**src/sv/pfm_pkg.sv**
```systemverilog
package pfm_pkg;

  // Field widths of the item channels and the registers.
  localparam int unsigned ELAPSED_W = 24;
  localparam int unsigned K_W       = 16;
  localparam int unsigned TIMEOUT_W = 8;
  localparam int unsigned FLOW_W    = 16;
  localparam int unsigned VOL_W     = 32;
  localparam int unsigned PULSE_W   = 16;
  localparam int unsigned IDLE_W    = 8;
  localparam int unsigned SESSION_W = 32;

  // Divider operand widths. The flow numerator is pulses * 6e11 (16 + 40 bits),
  // the flow divisor is elapsed_us * k (24 + 16 bits).
  localparam int unsigned NUM_W  = 56;
  localparam int unsigned DEN_W  = 40;
  localparam int unsigned QUOT_W = 32;
  localparam int unsigned VNUM_W = 49;

  // 60 s * 1e6 us * 100 (centi L/min) * 100 (k in hundredths).
  localparam logic [39:0] FLOW_SCALE = 40'd600000000000;
  // 1000 mL * 100 (k in hundredths).
  localparam logic [16:0] VOL_SCALE  = 17'd100000;

  // Quotient bits produced per division. Flow saturates above 16 bits.
  localparam int unsigned STEP_W = 6;
  localparam logic [STEP_W-1:0] FLOW_STEPS = 6'd16;
  localparam logic [STEP_W-1:0] VOL_STEPS  = 6'd32;

  // Command queue between the front and back parts.
  localparam int unsigned QDEPTH = 4;
  localparam int unsigned QPTR_W = 2;

  localparam logic [K_W-1:0]       K_RESET       = 16'd472;
  localparam logic [TIMEOUT_W-1:0] TIMEOUT_RESET = 8'd30;

  // Input opcodes.
  typedef enum logic [1:0] {
    OP_PULSE  = 2'd0,
    OP_UPDATE = 2'd1,
    OP_CLEAR  = 2'd2
  } opcode_e;

  // Register indexes of the configuration port.
  typedef enum logic {
    REG_K_FACTOR = 1'b0,
    REG_TIMEOUT  = 1'b1
  } reg_e;

  // Commands held in the queue.
  typedef enum logic [1:0] {
    CMD_PULSE  = 2'd0,
    CMD_UPDATE = 2'd1,
    CMD_CLEAR  = 2'd2
  } cmd_e;

  typedef struct packed {
    cmd_e                 cmd;
    logic [ELAPSED_W-1:0] elapsed;
  } entry_t;

  typedef struct packed {
    logic             start;
    logic             long_run;
    logic [NUM_W-1:0] num;
    logic [DEN_W-1:0] den;
  } div_req_t;

  typedef struct packed {
    logic              done;
    logic              ovf;
    logic [QUOT_W-1:0] quot;
  } div_res_t;

endpackage

```
**src/sv/pfm_if.sv**
```systemverilog
interface pfm_in_if;
  logic        valid;
  logic        ready;
  logic [1:0]  opcode;
  logic [23:0] elapsed_us;

  modport source (output valid, output opcode, output elapsed_us, input ready);
  modport sink   (input valid, input opcode, input elapsed_us, output ready);
endinterface

interface pfm_out_if;
  logic        valid;
  logic        ready;
  logic [15:0] flow_centi_lpm;
  logic [31:0] volume_ml;
  logic [15:0] interval_pulses;
  logic [7:0]  idle_updates;
  logic        no_signal;

  modport source (output valid, output flow_centi_lpm, output volume_ml,
                  output interval_pulses, output idle_updates, output no_signal,
                  input ready);
  modport sink   (input valid, input flow_centi_lpm, input volume_ml,
                  input interval_pulses, input idle_updates, input no_signal,
                  output ready);
endinterface

```
**src/sv/pulse_flow_meter.sv**
```systemverilog
// Pulse flow meter with a programmable K factor.
// Items arrive on in_ch (valid/ready): a pulse edge, a periodic update that
// carries the microseconds since the last update, or a session reset. Each
// update returns one item on out_ch with the flow in 0.01 L/min, the session
// volume in mL, the pulses of the interval, the idle update count and the
// no-signal flag. Pulse and session reset items return nothing.
// The front classifies items into a four-entry command queue; the back
// executes them in order. A pulse or session reset is handled by the back
// without leaving its idle state. An update uses the shared one-bit-per-cycle
// divider, which runs 16 steps for the flow and 32 steps for the volume; the
// flow division is skipped when the elapsed time is zero.
// The result sits in an output register, so the back keeps draining the
// queue while the receiver stalls; it waits only when a second result is
// ready before the first has been taken, and the queue then fills and
// drops in_ch.ready. Reset clears all counters, the flow, the session and
// the queue, and loads K = 4.72 pulses/L and a timeout of 30 updates.
// Registers are written through the APB port at byte 0 (K factor) and 4
// (timeout); the user must write them only while no update is in flight, as
// the block does not enforce it. A K factor write of zero is ignored.
module pulse_flow_meter (
  input  logic        clk_i,
  input  logic        rst_ni,
  pfm_in_if.sink      in_ch,
  pfm_out_if.source   out_ch,
  input  logic        psel,
  input  logic        penable,
  input  logic        pwrite,
  input  logic [2:0]  paddr,
  input  logic [31:0] pwdata,
  output logic [31:0] prdata,
  output logic        pready
);

  logic [pfm_pkg::K_W-1:0]       k_q;
  logic [pfm_pkg::TIMEOUT_W-1:0] timeout_q;

  logic            wr_en;
  logic            q_valid;
  logic            q_pop;
  pfm_pkg::entry_t q_entry;

  assign pready = 1'b1;
  assign wr_en  = psel && penable && pwrite && pready;

  // Configuration registers. Only bit 2 of the address selects a register.
  always_ff @(posedge clk_i or negedge rst_ni) begin
    if (!rst_ni) begin
      k_q       <= pfm_pkg::K_RESET;
      timeout_q <= pfm_pkg::TIMEOUT_RESET;
    end else if (wr_en) begin
      case (paddr[2])
        pfm_pkg::REG_K_FACTOR: begin
          if (pwdata[15:0] != '0) begin
            k_q <= pwdata[15:0];
          end
        end
        pfm_pkg::REG_TIMEOUT: begin
          timeout_q <= pwdata[7:0];
        end
        default: begin
        end
      endcase
    end
  end

  always_comb begin
    case (paddr[2])
      pfm_pkg::REG_K_FACTOR: prdata = {16'd0, k_q};
      pfm_pkg::REG_TIMEOUT:  prdata = {24'd0, timeout_q};
      default:               prdata = '0;
    endcase
  end

  // The front accepts and queues items; the back runs the arithmetic.
  pfm_front u_front (
    .clk_i     (clk_i),
    .rst_ni    (rst_ni),
    .in_ch     (in_ch),
    .q_valid_o (q_valid),
    .q_entry_o (q_entry),
    .q_pop_i   (q_pop)
  );

  pfm_back u_back (
    .clk_i     (clk_i),
    .rst_ni    (rst_ni),
    .q_valid_i (q_valid),
    .q_entry_i (q_entry),
    .q_pop_o   (q_pop),
    .k_i       (k_q),
    .timeout_i (timeout_q),
    .out_ch    (out_ch)
  );

endmodule

```
**src/sv/pfm_front.sv**
```systemverilog
module pfm_front (
  input  logic            clk_i,
  input  logic            rst_ni,
  pfm_in_if.sink          in_ch,
  output logic            q_valid_o,
  output pfm_pkg::entry_t q_entry_o,
  input  logic            q_pop_i
);

  pfm_pkg::entry_t mem_q [pfm_pkg::QDEPTH];
  logic [pfm_pkg::QPTR_W-1:0] wr_q, wr_d, rd_q, rd_d;
  logic [pfm_pkg::QPTR_W:0]   cnt_q, cnt_d;

  pfm_pkg::entry_t entry;
  logic            is_cmd;
  logic            accept;
  logic            push;
  logic            pop;

  // Classify the item. The unused opcode is accepted and dropped.
  always_comb begin
    entry.elapsed = in_ch.elapsed_us;
    entry.cmd     = pfm_pkg::CMD_PULSE;
    is_cmd        = 1'b1;
    case (in_ch.opcode)
      pfm_pkg::OP_PULSE:  entry.cmd = pfm_pkg::CMD_PULSE;
      pfm_pkg::OP_UPDATE: entry.cmd = pfm_pkg::CMD_UPDATE;
      pfm_pkg::OP_CLEAR:  entry.cmd = pfm_pkg::CMD_CLEAR;
      default:            is_cmd    = 1'b0;
    endcase
  end

  assign in_ch.ready = (cnt_q != (pfm_pkg::QPTR_W + 1)'(pfm_pkg::QDEPTH));
  assign accept      = in_ch.valid && in_ch.ready;
  assign push        = accept && is_cmd;
  assign pop         = q_pop_i && (cnt_q != '0);

  assign q_valid_o = (cnt_q != '0);
  assign q_entry_o = mem_q[rd_q];

  always_comb begin
    wr_d  = push ? wr_q + pfm_pkg::QPTR_W'(1) : wr_q;
    rd_d  = pop  ? rd_q + pfm_pkg::QPTR_W'(1) : rd_q;
    cnt_d = cnt_q;
    if (push && !pop) begin
      cnt_d = cnt_q + (pfm_pkg::QPTR_W + 1)'(1);
    end else if (pop && !push) begin
      cnt_d = cnt_q - (pfm_pkg::QPTR_W + 1)'(1);
    end
  end

  always_ff @(posedge clk_i or negedge rst_ni) begin
    if (!rst_ni) begin
      wr_q  <= '0;
      rd_q  <= '0;
      cnt_q <= '0;
    end else begin
      wr_q  <= wr_d;
      rd_q  <= rd_d;
      cnt_q <= cnt_d;
    end
  end

  always_ff @(posedge clk_i) begin
    if (push) begin
      mem_q[wr_q] <= entry;
    end
  end

endmodule

```
**src/sv/pfm_div.sv**
```systemverilog
module pfm_div (
  input  logic              clk_i,
  input  logic              rst_ni,
  input  pfm_pkg::div_req_t req_i,
  output pfm_pkg::div_res_t res_o
);

  logic                        busy_q, done_q;
  logic [pfm_pkg::STEP_W-1:0]  cnt_q;
  logic [pfm_pkg::DEN_W-1:0]   rem_q, den_q;
  logic [pfm_pkg::QUOT_W-1:0]  bits_q, quot_q;
  logic                        ovf_q;

  logic [pfm_pkg::DEN_W-1:0]   init_rem;
  logic [pfm_pkg::DEN_W:0]     trial;
  logic [pfm_pkg::DEN_W:0]     diff;
  logic                        ge;
  logic                        last_step;

  // The quotient is known to need at most 16 or 32 bits unless the initial
  // remainder already reaches the divisor, which flags an overflow.
  assign init_rem = req_i.long_run ? {16'd0, req_i.num[55:32]} : req_i.num[55:16];

  assign trial     = {rem_q, bits_q[pfm_pkg::QUOT_W-1]};
  assign ge        = (trial >= {1'b0, den_q});
  assign diff      = trial - {1'b0, den_q};
  assign last_step = busy_q && (cnt_q == pfm_pkg::STEP_W'(1));

  always_ff @(posedge clk_i or negedge rst_ni) begin
    if (!rst_ni) begin
      busy_q <= 1'b0;
      done_q <= 1'b0;
      cnt_q  <= '0;
    end else begin
      done_q <= last_step;
      if (req_i.start) begin
        busy_q <= 1'b1;
        cnt_q  <= req_i.long_run ? pfm_pkg::VOL_STEPS : pfm_pkg::FLOW_STEPS;
      end else if (busy_q) begin
        cnt_q <= cnt_q - pfm_pkg::STEP_W'(1);
        if (last_step) begin
          busy_q <= 1'b0;
        end
      end
    end
  end

  always_ff @(posedge clk_i) begin
    if (req_i.start) begin
      rem_q  <= init_rem;
      den_q  <= req_i.den;
      bits_q <= req_i.long_run ? req_i.num[31:0] : {req_i.num[15:0], 16'd0};
      quot_q <= '0;
      ovf_q  <= (init_rem >= req_i.den);
    end else if (busy_q) begin
      rem_q  <= ge ? diff[pfm_pkg::DEN_W-1:0] : trial[pfm_pkg::DEN_W-1:0];
      bits_q <= {bits_q[pfm_pkg::QUOT_W-2:0], 1'b0};
      quot_q <= {quot_q[pfm_pkg::QUOT_W-2:0], ge};
    end
  end

  assign res_o.done = done_q;
  assign res_o.ovf  = ovf_q;
  assign res_o.quot = quot_q;

endmodule

```
**src/sv/pfm_back.sv**
```systemverilog
module pfm_back (
  input  logic                            clk_i,
  input  logic                            rst_ni,
  input  logic                            q_valid_i,
  input  pfm_pkg::entry_t                 q_entry_i,
  output logic                            q_pop_o,
  input  logic [pfm_pkg::K_W-1:0]         k_i,
  input  logic [pfm_pkg::TIMEOUT_W-1:0]   timeout_i,
  pfm_out_if.source                       out_ch
);

  typedef enum logic [6:0] {
    ST_IDLE      = 7'b0000001,
    ST_MUL       = 7'b0000010,
    ST_FLOW_GO   = 7'b0000100,
    ST_FLOW_WAIT = 7'b0001000,
    ST_VOL_GO    = 7'b0010000,
    ST_VOL_WAIT  = 7'b0100000,
    ST_EMIT      = 7'b1000000
  } state_e;

  state_e state_q, state_d;

  logic [pfm_pkg::PULSE_W-1:0]   interval_q, interval_d;
  logic [pfm_pkg::SESSION_W-1:0] session_q, session_d;
  logic [pfm_pkg::FLOW_W-1:0]    flow_q, flow_d;
  logic [pfm_pkg::IDLE_W-1:0]    idle_q, idle_d;

  logic [pfm_pkg::PULSE_W-1:0]   pulses_q;
  logic [pfm_pkg::ELAPSED_W-1:0] elapsed_q;
  logic [pfm_pkg::NUM_W-1:0]     fnum_q;
  logic [pfm_pkg::DEN_W-1:0]     fden_q;
  logic [pfm_pkg::VNUM_W-1:0]    vnum_q;
  logic [pfm_pkg::VOL_W-1:0]     vol_q;

  logic                          out_valid_q;
  logic [pfm_pkg::FLOW_W-1:0]    out_flow_q;
  logic [pfm_pkg::VOL_W-1:0]     out_vol_q;
  logic [pfm_pkg::PULSE_W-1:0]   out_pulses_q;
  logic [pfm_pkg::IDLE_W-1:0]    out_idle_q;
  logic                          out_nosig_q;

  logic [pfm_pkg::SESSION_W:0]   sum;
  logic                          take_update;
  logic                          load_out;

  pfm_pkg::div_req_t div_req;
  pfm_pkg::div_res_t div_res;

  pfm_div u_div (
    .clk_i  (clk_i),
    .rst_ni (rst_ni),
    .req_i  (div_req),
    .res_o  (div_res)
  );

  assign q_pop_o     = (state_q == ST_IDLE) && q_valid_i;
  assign take_update = q_pop_o && (q_entry_i.cmd == pfm_pkg::CMD_UPDATE);
  assign load_out    = (state_q == ST_EMIT) && (!out_valid_q || out_ch.ready);
  assign sum         = {1'b0, session_q} + {17'd0, interval_q};

  always_comb begin
    div_req.start    = (state_q == ST_FLOW_GO) || (state_q == ST_VOL_GO);
    div_req.long_run = (state_q == ST_VOL_GO);
    div_req.num      = (state_q == ST_FLOW_GO) ? fnum_q : {7'd0, vnum_q};
    div_req.den      = (state_q == ST_FLOW_GO) ? fden_q : {24'd0, k_i};
  end

  always_comb begin
    state_d    = state_q;
    interval_d = interval_q;
    session_d  = session_q;
    flow_d     = flow_q;
    idle_d     = idle_q;
    case (state_q)
      ST_IDLE: begin
        if (q_valid_i) begin
          case (q_entry_i.cmd)
            pfm_pkg::CMD_PULSE: begin
              if (interval_q != '1) begin
                interval_d = interval_q + pfm_pkg::PULSE_W'(1);
              end
            end
            pfm_pkg::CMD_CLEAR: begin
              session_d = '0;
            end
            pfm_pkg::CMD_UPDATE: begin
              interval_d = '0;
              session_d  = sum[pfm_pkg::SESSION_W] ? '1 : sum[pfm_pkg::SESSION_W-1:0];
              if (interval_q == '0) begin
                if (idle_q != '1) begin
                  idle_d = idle_q + pfm_pkg::IDLE_W'(1);
                end
              end else begin
                idle_d = '0;
              end
              state_d = ST_MUL;
            end
            default: begin
            end
          endcase
        end
      end
      ST_MUL: begin
        // With no elapsed time the previous flow is kept.
        state_d = (elapsed_q == '0) ? ST_VOL_GO : ST_FLOW_GO;
      end
      ST_FLOW_GO: begin
        state_d = ST_FLOW_WAIT;
      end
      ST_FLOW_WAIT: begin
        if (div_res.done) begin
          flow_d  = div_res.ovf ? '1 : div_res.quot[pfm_pkg::FLOW_W-1:0];
          state_d = ST_VOL_GO;
        end
      end
      ST_VOL_GO: begin
        state_d = ST_VOL_WAIT;
      end
      ST_VOL_WAIT: begin
        if (div_res.done) begin
          state_d = ST_EMIT;
        end
      end
      ST_EMIT: begin
        if (load_out) begin
          state_d = ST_IDLE;
        end
      end
      default: begin
        state_d = ST_IDLE;
      end
    endcase
  end

  always_ff @(posedge clk_i or negedge rst_ni) begin
    if (!rst_ni) begin
      state_q     <= ST_IDLE;
      interval_q  <= '0;
      session_q   <= '0;
      flow_q      <= '0;
      idle_q      <= '0;
      out_valid_q <= 1'b0;
    end else begin
      state_q    <= state_d;
      interval_q <= interval_d;
      session_q  <= session_d;
      flow_q     <= flow_d;
      idle_q     <= idle_d;
      if (load_out) begin
        out_valid_q <= 1'b1;
      end else if (out_ch.ready) begin
        out_valid_q <= 1'b0;
      end
    end
  end

  always_ff @(posedge clk_i) begin
    if (take_update) begin
      pulses_q  <= interval_q;
      elapsed_q <= q_entry_i.elapsed;
    end
    if (state_q == ST_MUL) begin
      fnum_q <= {40'd0, pulses_q} * {16'd0, pfm_pkg::FLOW_SCALE};
      fden_q <= {16'd0, elapsed_q} * {24'd0, k_i};
      vnum_q <= {17'd0, session_q} * {32'd0, pfm_pkg::VOL_SCALE};
    end
    if ((state_q == ST_VOL_WAIT) && div_res.done) begin
      vol_q <= div_res.ovf ? '1 : div_res.quot;
    end
    if (load_out) begin
      out_flow_q   <= flow_q;
      out_vol_q    <= vol_q;
      out_pulses_q <= pulses_q;
      out_idle_q   <= idle_q;
      out_nosig_q  <= (idle_q > timeout_i);
    end
  end

  assign out_ch.valid           = out_valid_q;
  assign out_ch.flow_centi_lpm  = out_flow_q;
  assign out_ch.volume_ml       = out_vol_q;
  assign out_ch.interval_pulses = out_pulses_q;
  assign out_ch.idle_updates    = out_idle_q;
  assign out_ch.no_signal       = out_nosig_q;

endmodule
```
**src/flat_wrapper.sv**
```systemverilog
// flat-port wrapper written by rule: the top's interface ports become plain ports
module pulse_flow_meter_flat 
  (clk_i, rst_ni, psel, penable, pwrite, paddr, pwdata, prdata, pready, in_ch_valid, in_ch_opcode, in_ch_elapsed_us, in_ch_ready, out_ch_valid, out_ch_flow_centi_lpm, out_ch_volume_ml, out_ch_interval_pulses, out_ch_idle_updates, out_ch_no_signal, out_ch_ready);
  pfm_in_if in_ch_i ();
  pfm_out_if out_ch_i ();
  input  logic clk_i;
  input  logic rst_ni;
  input  logic psel;
  input  logic penable;
  input  logic pwrite;
  input  logic [2:0] paddr;
  input  logic [31:0] pwdata;
  output logic [31:0] prdata;
  output logic pready;
  input wire logic [$bits(in_ch_i.valid)-1:0] in_ch_valid;
  input wire logic [$bits(in_ch_i.opcode)-1:0] in_ch_opcode;
  input wire logic [$bits(in_ch_i.elapsed_us)-1:0] in_ch_elapsed_us;
  output wire logic [$bits(in_ch_i.ready)-1:0] in_ch_ready;
  output wire logic [$bits(out_ch_i.valid)-1:0] out_ch_valid;
  output wire logic [$bits(out_ch_i.flow_centi_lpm)-1:0] out_ch_flow_centi_lpm;
  output wire logic [$bits(out_ch_i.volume_ml)-1:0] out_ch_volume_ml;
  output wire logic [$bits(out_ch_i.interval_pulses)-1:0] out_ch_interval_pulses;
  output wire logic [$bits(out_ch_i.idle_updates)-1:0] out_ch_idle_updates;
  output wire logic [$bits(out_ch_i.no_signal)-1:0] out_ch_no_signal;
  input wire logic [$bits(out_ch_i.ready)-1:0] out_ch_ready;
  assign in_ch_i.valid = in_ch_valid;
  assign in_ch_i.opcode = in_ch_opcode;
  assign in_ch_i.elapsed_us = in_ch_elapsed_us;
  assign in_ch_ready = in_ch_i.ready;
  assign out_ch_valid = out_ch_i.valid;
  assign out_ch_flow_centi_lpm = out_ch_i.flow_centi_lpm;
  assign out_ch_volume_ml = out_ch_i.volume_ml;
  assign out_ch_interval_pulses = out_ch_i.interval_pulses;
  assign out_ch_idle_updates = out_ch_i.idle_updates;
  assign out_ch_no_signal = out_ch_i.no_signal;
  assign out_ch_i.ready = out_ch_ready;
  pulse_flow_meter u_core (.clk_i(clk_i), .rst_ni(rst_ni), .in_ch(in_ch_i), .out_ch(out_ch_i), .psel(psel), .penable(penable), .pwrite(pwrite), .paddr(paddr), .pwdata(pwdata), .prdata(prdata), .pready(pready));
endmodule
```
**config.mk**
```make
export PLATFORM = sky130hd
export DESIGN_NAME = pulse_flow_meter_flat
export DESIGN_NICKNAME = d
export VERILOG_FILES = /design/src/sv/pfm_pkg.sv /design/src/sv/pfm_if.sv /design/src/sv/pulse_flow_meter.sv /design/src/sv/pfm_front.sv /design/src/sv/pfm_div.sv /design/src/sv/pfm_back.sv /design/src/flat_wrapper.sv
export SDC_FILE = /design/constraint.sdc
export NUM_CORES = 2
export LEC_CHECK = 0
export ABC_AREA = 1
export BUFFER_PORTS_ARGS = -buffer_cell sky130_fd_sc_hd__buf_2
export CAP_MARGIN = 40
export CORE_MARGIN = 5
export CORE_UTILIZATION = 60
export CTS_BUF_LIST = sky130_fd_sc_hd__clkbuf_8
export DETAILED_ROUTE_END_ITERATION = 16
export HOLD_SLACK_MARGIN = 0.1
export PLACE_DENSITY = 0.84
export REMOVE_ABC_BUFFERS = 1
export SETUP_SLACK_MARGIN = 0.2
export SLEW_MARGIN = 20
export SYNTH_ARGS = -nofsm -noshare
export SYNTH_HDL_FRONTEND = slang
export SYNTH_SLANG_ARGS = --single-unit
```
**constraint.sdc**
```tcl
create_clock -name clk_i -period 8.5 [get_ports clk_i]
set_clock_uncertainty 0.1 [all_clocks]
set_input_delay 1.7 -clock clk_i [delete_from_list [all_inputs] [get_ports clk_i]]
set_output_delay 1.7 -clock clk_i [all_outputs]
set_load 0.005 [all_outputs]
```
==> results.md <==
* Root buf cell: clkbuf_8
* Gp weighted congestion at approximately 1
* Die Width at 323 um
* First-pass GRT wire length at about 250,000 um
* Place WS at 2.07 ns
* Minimum clock period at about 6.5 ns
* Skew-Pair Late Insertion Delay at roughly 0.8 ns
* Final setup fails at 0
* Routed Antenna Nets at 0
* Hold-fix buffers, CTS at 0
* Area grow syn2layout at 7.76%
* Critical path class: reg -> reg
* Total GRT Usage at 0.302
* Ys async rst share at 0.187
* Die area at 0.104 mm2
* Initial antenna violation count at 7
* Die Height at around 320 um
* Drt wl/cell at approximately 19 um
* Final worst slack at ~2.0 ns
* EDFF count, synth at 485
* CTS Sinks at between 600 and 700
* Crit path max fanout at 26
* Hold Path Stages at 0
* Routed WL at roughly 160,000 um
* Multi-input logic area at about 0.034 mm2
* Share of cells above drive strength 1 at 0.0615
* Worst slew margin at 0.378
* Input/output buffers at 140
* Max Cap Violations at 0
* Worst R2R Path Depth at 20
* Setup bufs post-CTS at 0
* Most common cell in the synthesized netlist: nand2_1
* Starting Density at 0.605
* CTS HTree Levels at 3
* Clock Path Buffers at 3
* Fmax at 0.155 GHz
* Ys flop type: edfxtp_1
* Post-synthesis cell type count at 66
* Worst Setup End Kind: register
* Worst-Margin Slew at between 0.9 and 1 ns
* Setup TNS at 0 ns
* Final Hold Fails at 0
* # rows at around 110
* Sequential element share of the synthesized area at 0.310
* CP arrival at around 6.9 ns
* DR pass1 iterations at 8
* Critical Path RT at approximately 9 ns
* 1st-iter DRT viols at about 4,300
* Synth Register Bits at 636
* DP Wirelength at between 100,000 and 150,000 um
* Ports at 176
* Crit path launch type: register
* Number of global-route vias before repair at 46,841
* Synth warnings at 0
* Final worst-path cycle share at 0.759
* GRT Residual Overflow at 0
* CTS tree: yes
* Vias/cell at roughly 5.5
* Largest net degree at the start of global routing at 82
* Post-synth top area share at 0.248
* Status: finished clean
* Max-slew violations at 0
* Core ar. at between 0.09 and 0.1 mm2
* Post-Synthesis Cells at 6,789
* Clock-pin slew on the worst setup and hold paths at approximately 0.060 ns
* Hold Crit Class: reg -> reg
* Nets at slightly above 8,000
* Area contributors post-synth: edfxtp_1, fa_1, ha_1
* DR DRC count at 0
* Vias at between 40,000 and 50,000
* Filler cell count at approximately 7,600
* Synthesized area at around 0.059 mm2
* RSZ-0062 raised after global routing: false
* Synth cell count leaders: nand2_1, inv_1, fa_1, ha_1, edfxtp_1
* Post-Syn Area per Cell at ~8.6 um2
* Resized Gates After CTS at 0
* Register Area at about 0.018 mm2
* Synth area leader: edfxtp_1
* Total CTS buffers at ~110
[registers in the layout, summed over array words and instances (netlist names), 27 cells and up]
signal and flops:
u_core.u_back.fden_q 40, u_core.u_back.fnum_q 44, u_core.u_back.out_ch.volume_ml 32, u_core.u_back.session_q 32
u_core.u_back.u_div.bits_q 27, u_core.u_back.u_div.den_q 40, u_core.u_back.u_div.quot_q 32, u_core.u_back.u_div.rem_q 40
u_core.u_back.vnum_q 44, u_core.u_back.vol_q 32, u_core.u_front.mem_q 104
[kinds of logic (layout without fill, tap and decap cells)]
family / count (synthesis) / after routing / share of synthesized area
adder cells (fa/ha/maj): 1123 / 1123 / 0.312
buffers and inverters: 1727 / 1919 / 0.114
multiplexers: 33 / 33 / 0.00600
other: 2 / 19 / 0.000128
flip-flops: 636 / 636 / 0.310
AO/OA/AOI/OAI: 719 / 719 / 0.0686
AND/OR/NAND/NOR: 2410 / 2410 / 0.169
XOR/XNOR: 139 / 139 / 0.0208
[metal layers]
layer	global-route usage	vias to the layer above	wire length, um
met4	0.127	4	6510
met5	0	-	21
met2	0.485	2038	71300
met3	0.0556	389	13800
li1	-	21480	-
met1	0.408	21894	63600
[cell usage in the layout (no fill, tap or decap), types with 8 or more instances in the layout]
cell / Yosys / final
a21boi_0: 10 / 10
a21o_1: 20 / 20
a21oi_1: 241 / 241
a31oi_1: 20 / 20
buf_12: 0 / 8
buf_16: 0 / 10
buf_2: 34 / 139
buf_4: 24 / 23
buf_8: 0 / 11
bufinv_16: 0 / 10
clkbuf_8: 0 / 109
clkinv_1: 2 / 22
clkinv_2: 2 / 27
conb_1: 2 / 17
dfrtp_1: 109 / 109
dfstp_2: 10 / 10
dfxtp_1: 32 / 32
edfxtp_1: 485 / 485
fa_1: 563 / 563
ha_1: 560 / 560
inv_1: 1513 / 1536
mux2_2: 17 / 17
mux2i_1: 16 / 16
nand2_1: 1578 / 1577
nand3_1: 253 / 253
nand3b_1: 32 / 32
nand4_1: 42 / 42
nor2_1: 410 / 404
nor2_4: 2 / 8
nor3_1: 44 / 44
nor4_1: 21 / 21
o211ai_1: 9 / 9
o21a_1: 15 / 15
o21ai_0: 269 / 269
o21ai_1: 21 / 21
o21bai_1: 18 / 18
o22ai_1: 58 / 58
o31ai_1: 9 / 9
xnor2_1: 49 / 49
xor2_1: 90 / 90
[final timing paths]
| kind | from | to | slack [ns] |
|---|---|---|---|
| max | u_core.k_q[7] | u_core.u_back.fden_q[38] | 2.05 |
| min | u_core.u_back.vol_q[6] | u_core.u_back.out_ch.volume_ml[6] | 0.31 |
| max reg2reg | u_core.k_q[7] | u_core.u_back.fden_q[38] | 2.05 |
| min reg2reg | u_core.u_back.vol_q[6] | u_core.u_back.out_ch.volume_ml[6] | 0.31 |
| max in group asynchronous | rst_ni | u_core.k_q[6] | 6.40 |
| min in group asynchronous | rst_ni | u_core.u_back.interval_q[8] | 0.62 |
[critical path: stages, from the launching register on]
cell,delay [ns]
dfstp_2,0.97
nand2_1,0.19
fa_1,0.59
inv_1,0.06
fa_1,0.48
fa_1,0.57
fa_1,0.48
fa_1,0.58
inv_1,0.06
fa_1,0.53
inv_1,0.05
ha_1,0.38
a21o_1,0.23
nor2_1,0.22
o21ai_0,0.16
a21oi_1,0.14
nand2_1,0.13
nand3_1,0.12
nand2_1,0.06
nand2_1,0.06
nand2_1,0.05
[stage by stage]
stage | utilization | cell area, um2 | hold slack [ns] | instances
floorplan | - | 57800 | 0.300 | 6603
global placement | 0.622 | 60300 | 0.302 | 8041
detailed placement | 0.626 | 60700 | 0.305 | 8062
CTS | 0.650 | 63000 | 0.313 | 8262
global route | 0.652 | 63200 | 0.322 | 8274
finish | 0.652 | 63200 | 0.312 | 8274
[layout make-up]
class,count,area share
well taps,1276,0.0253
clock buffers,109,0.0237
repair buffers,193,0.0236
inverters,1526,0.0908
flip-flops and latches,636,0.288
diodes,2,0.0000792
multi-input cells,4441,0.536
clock inverters,91,0.0124
Power is not shown: default switching activity piles up to over one toggle a cycle in this logic, so the estimate is an artifact.
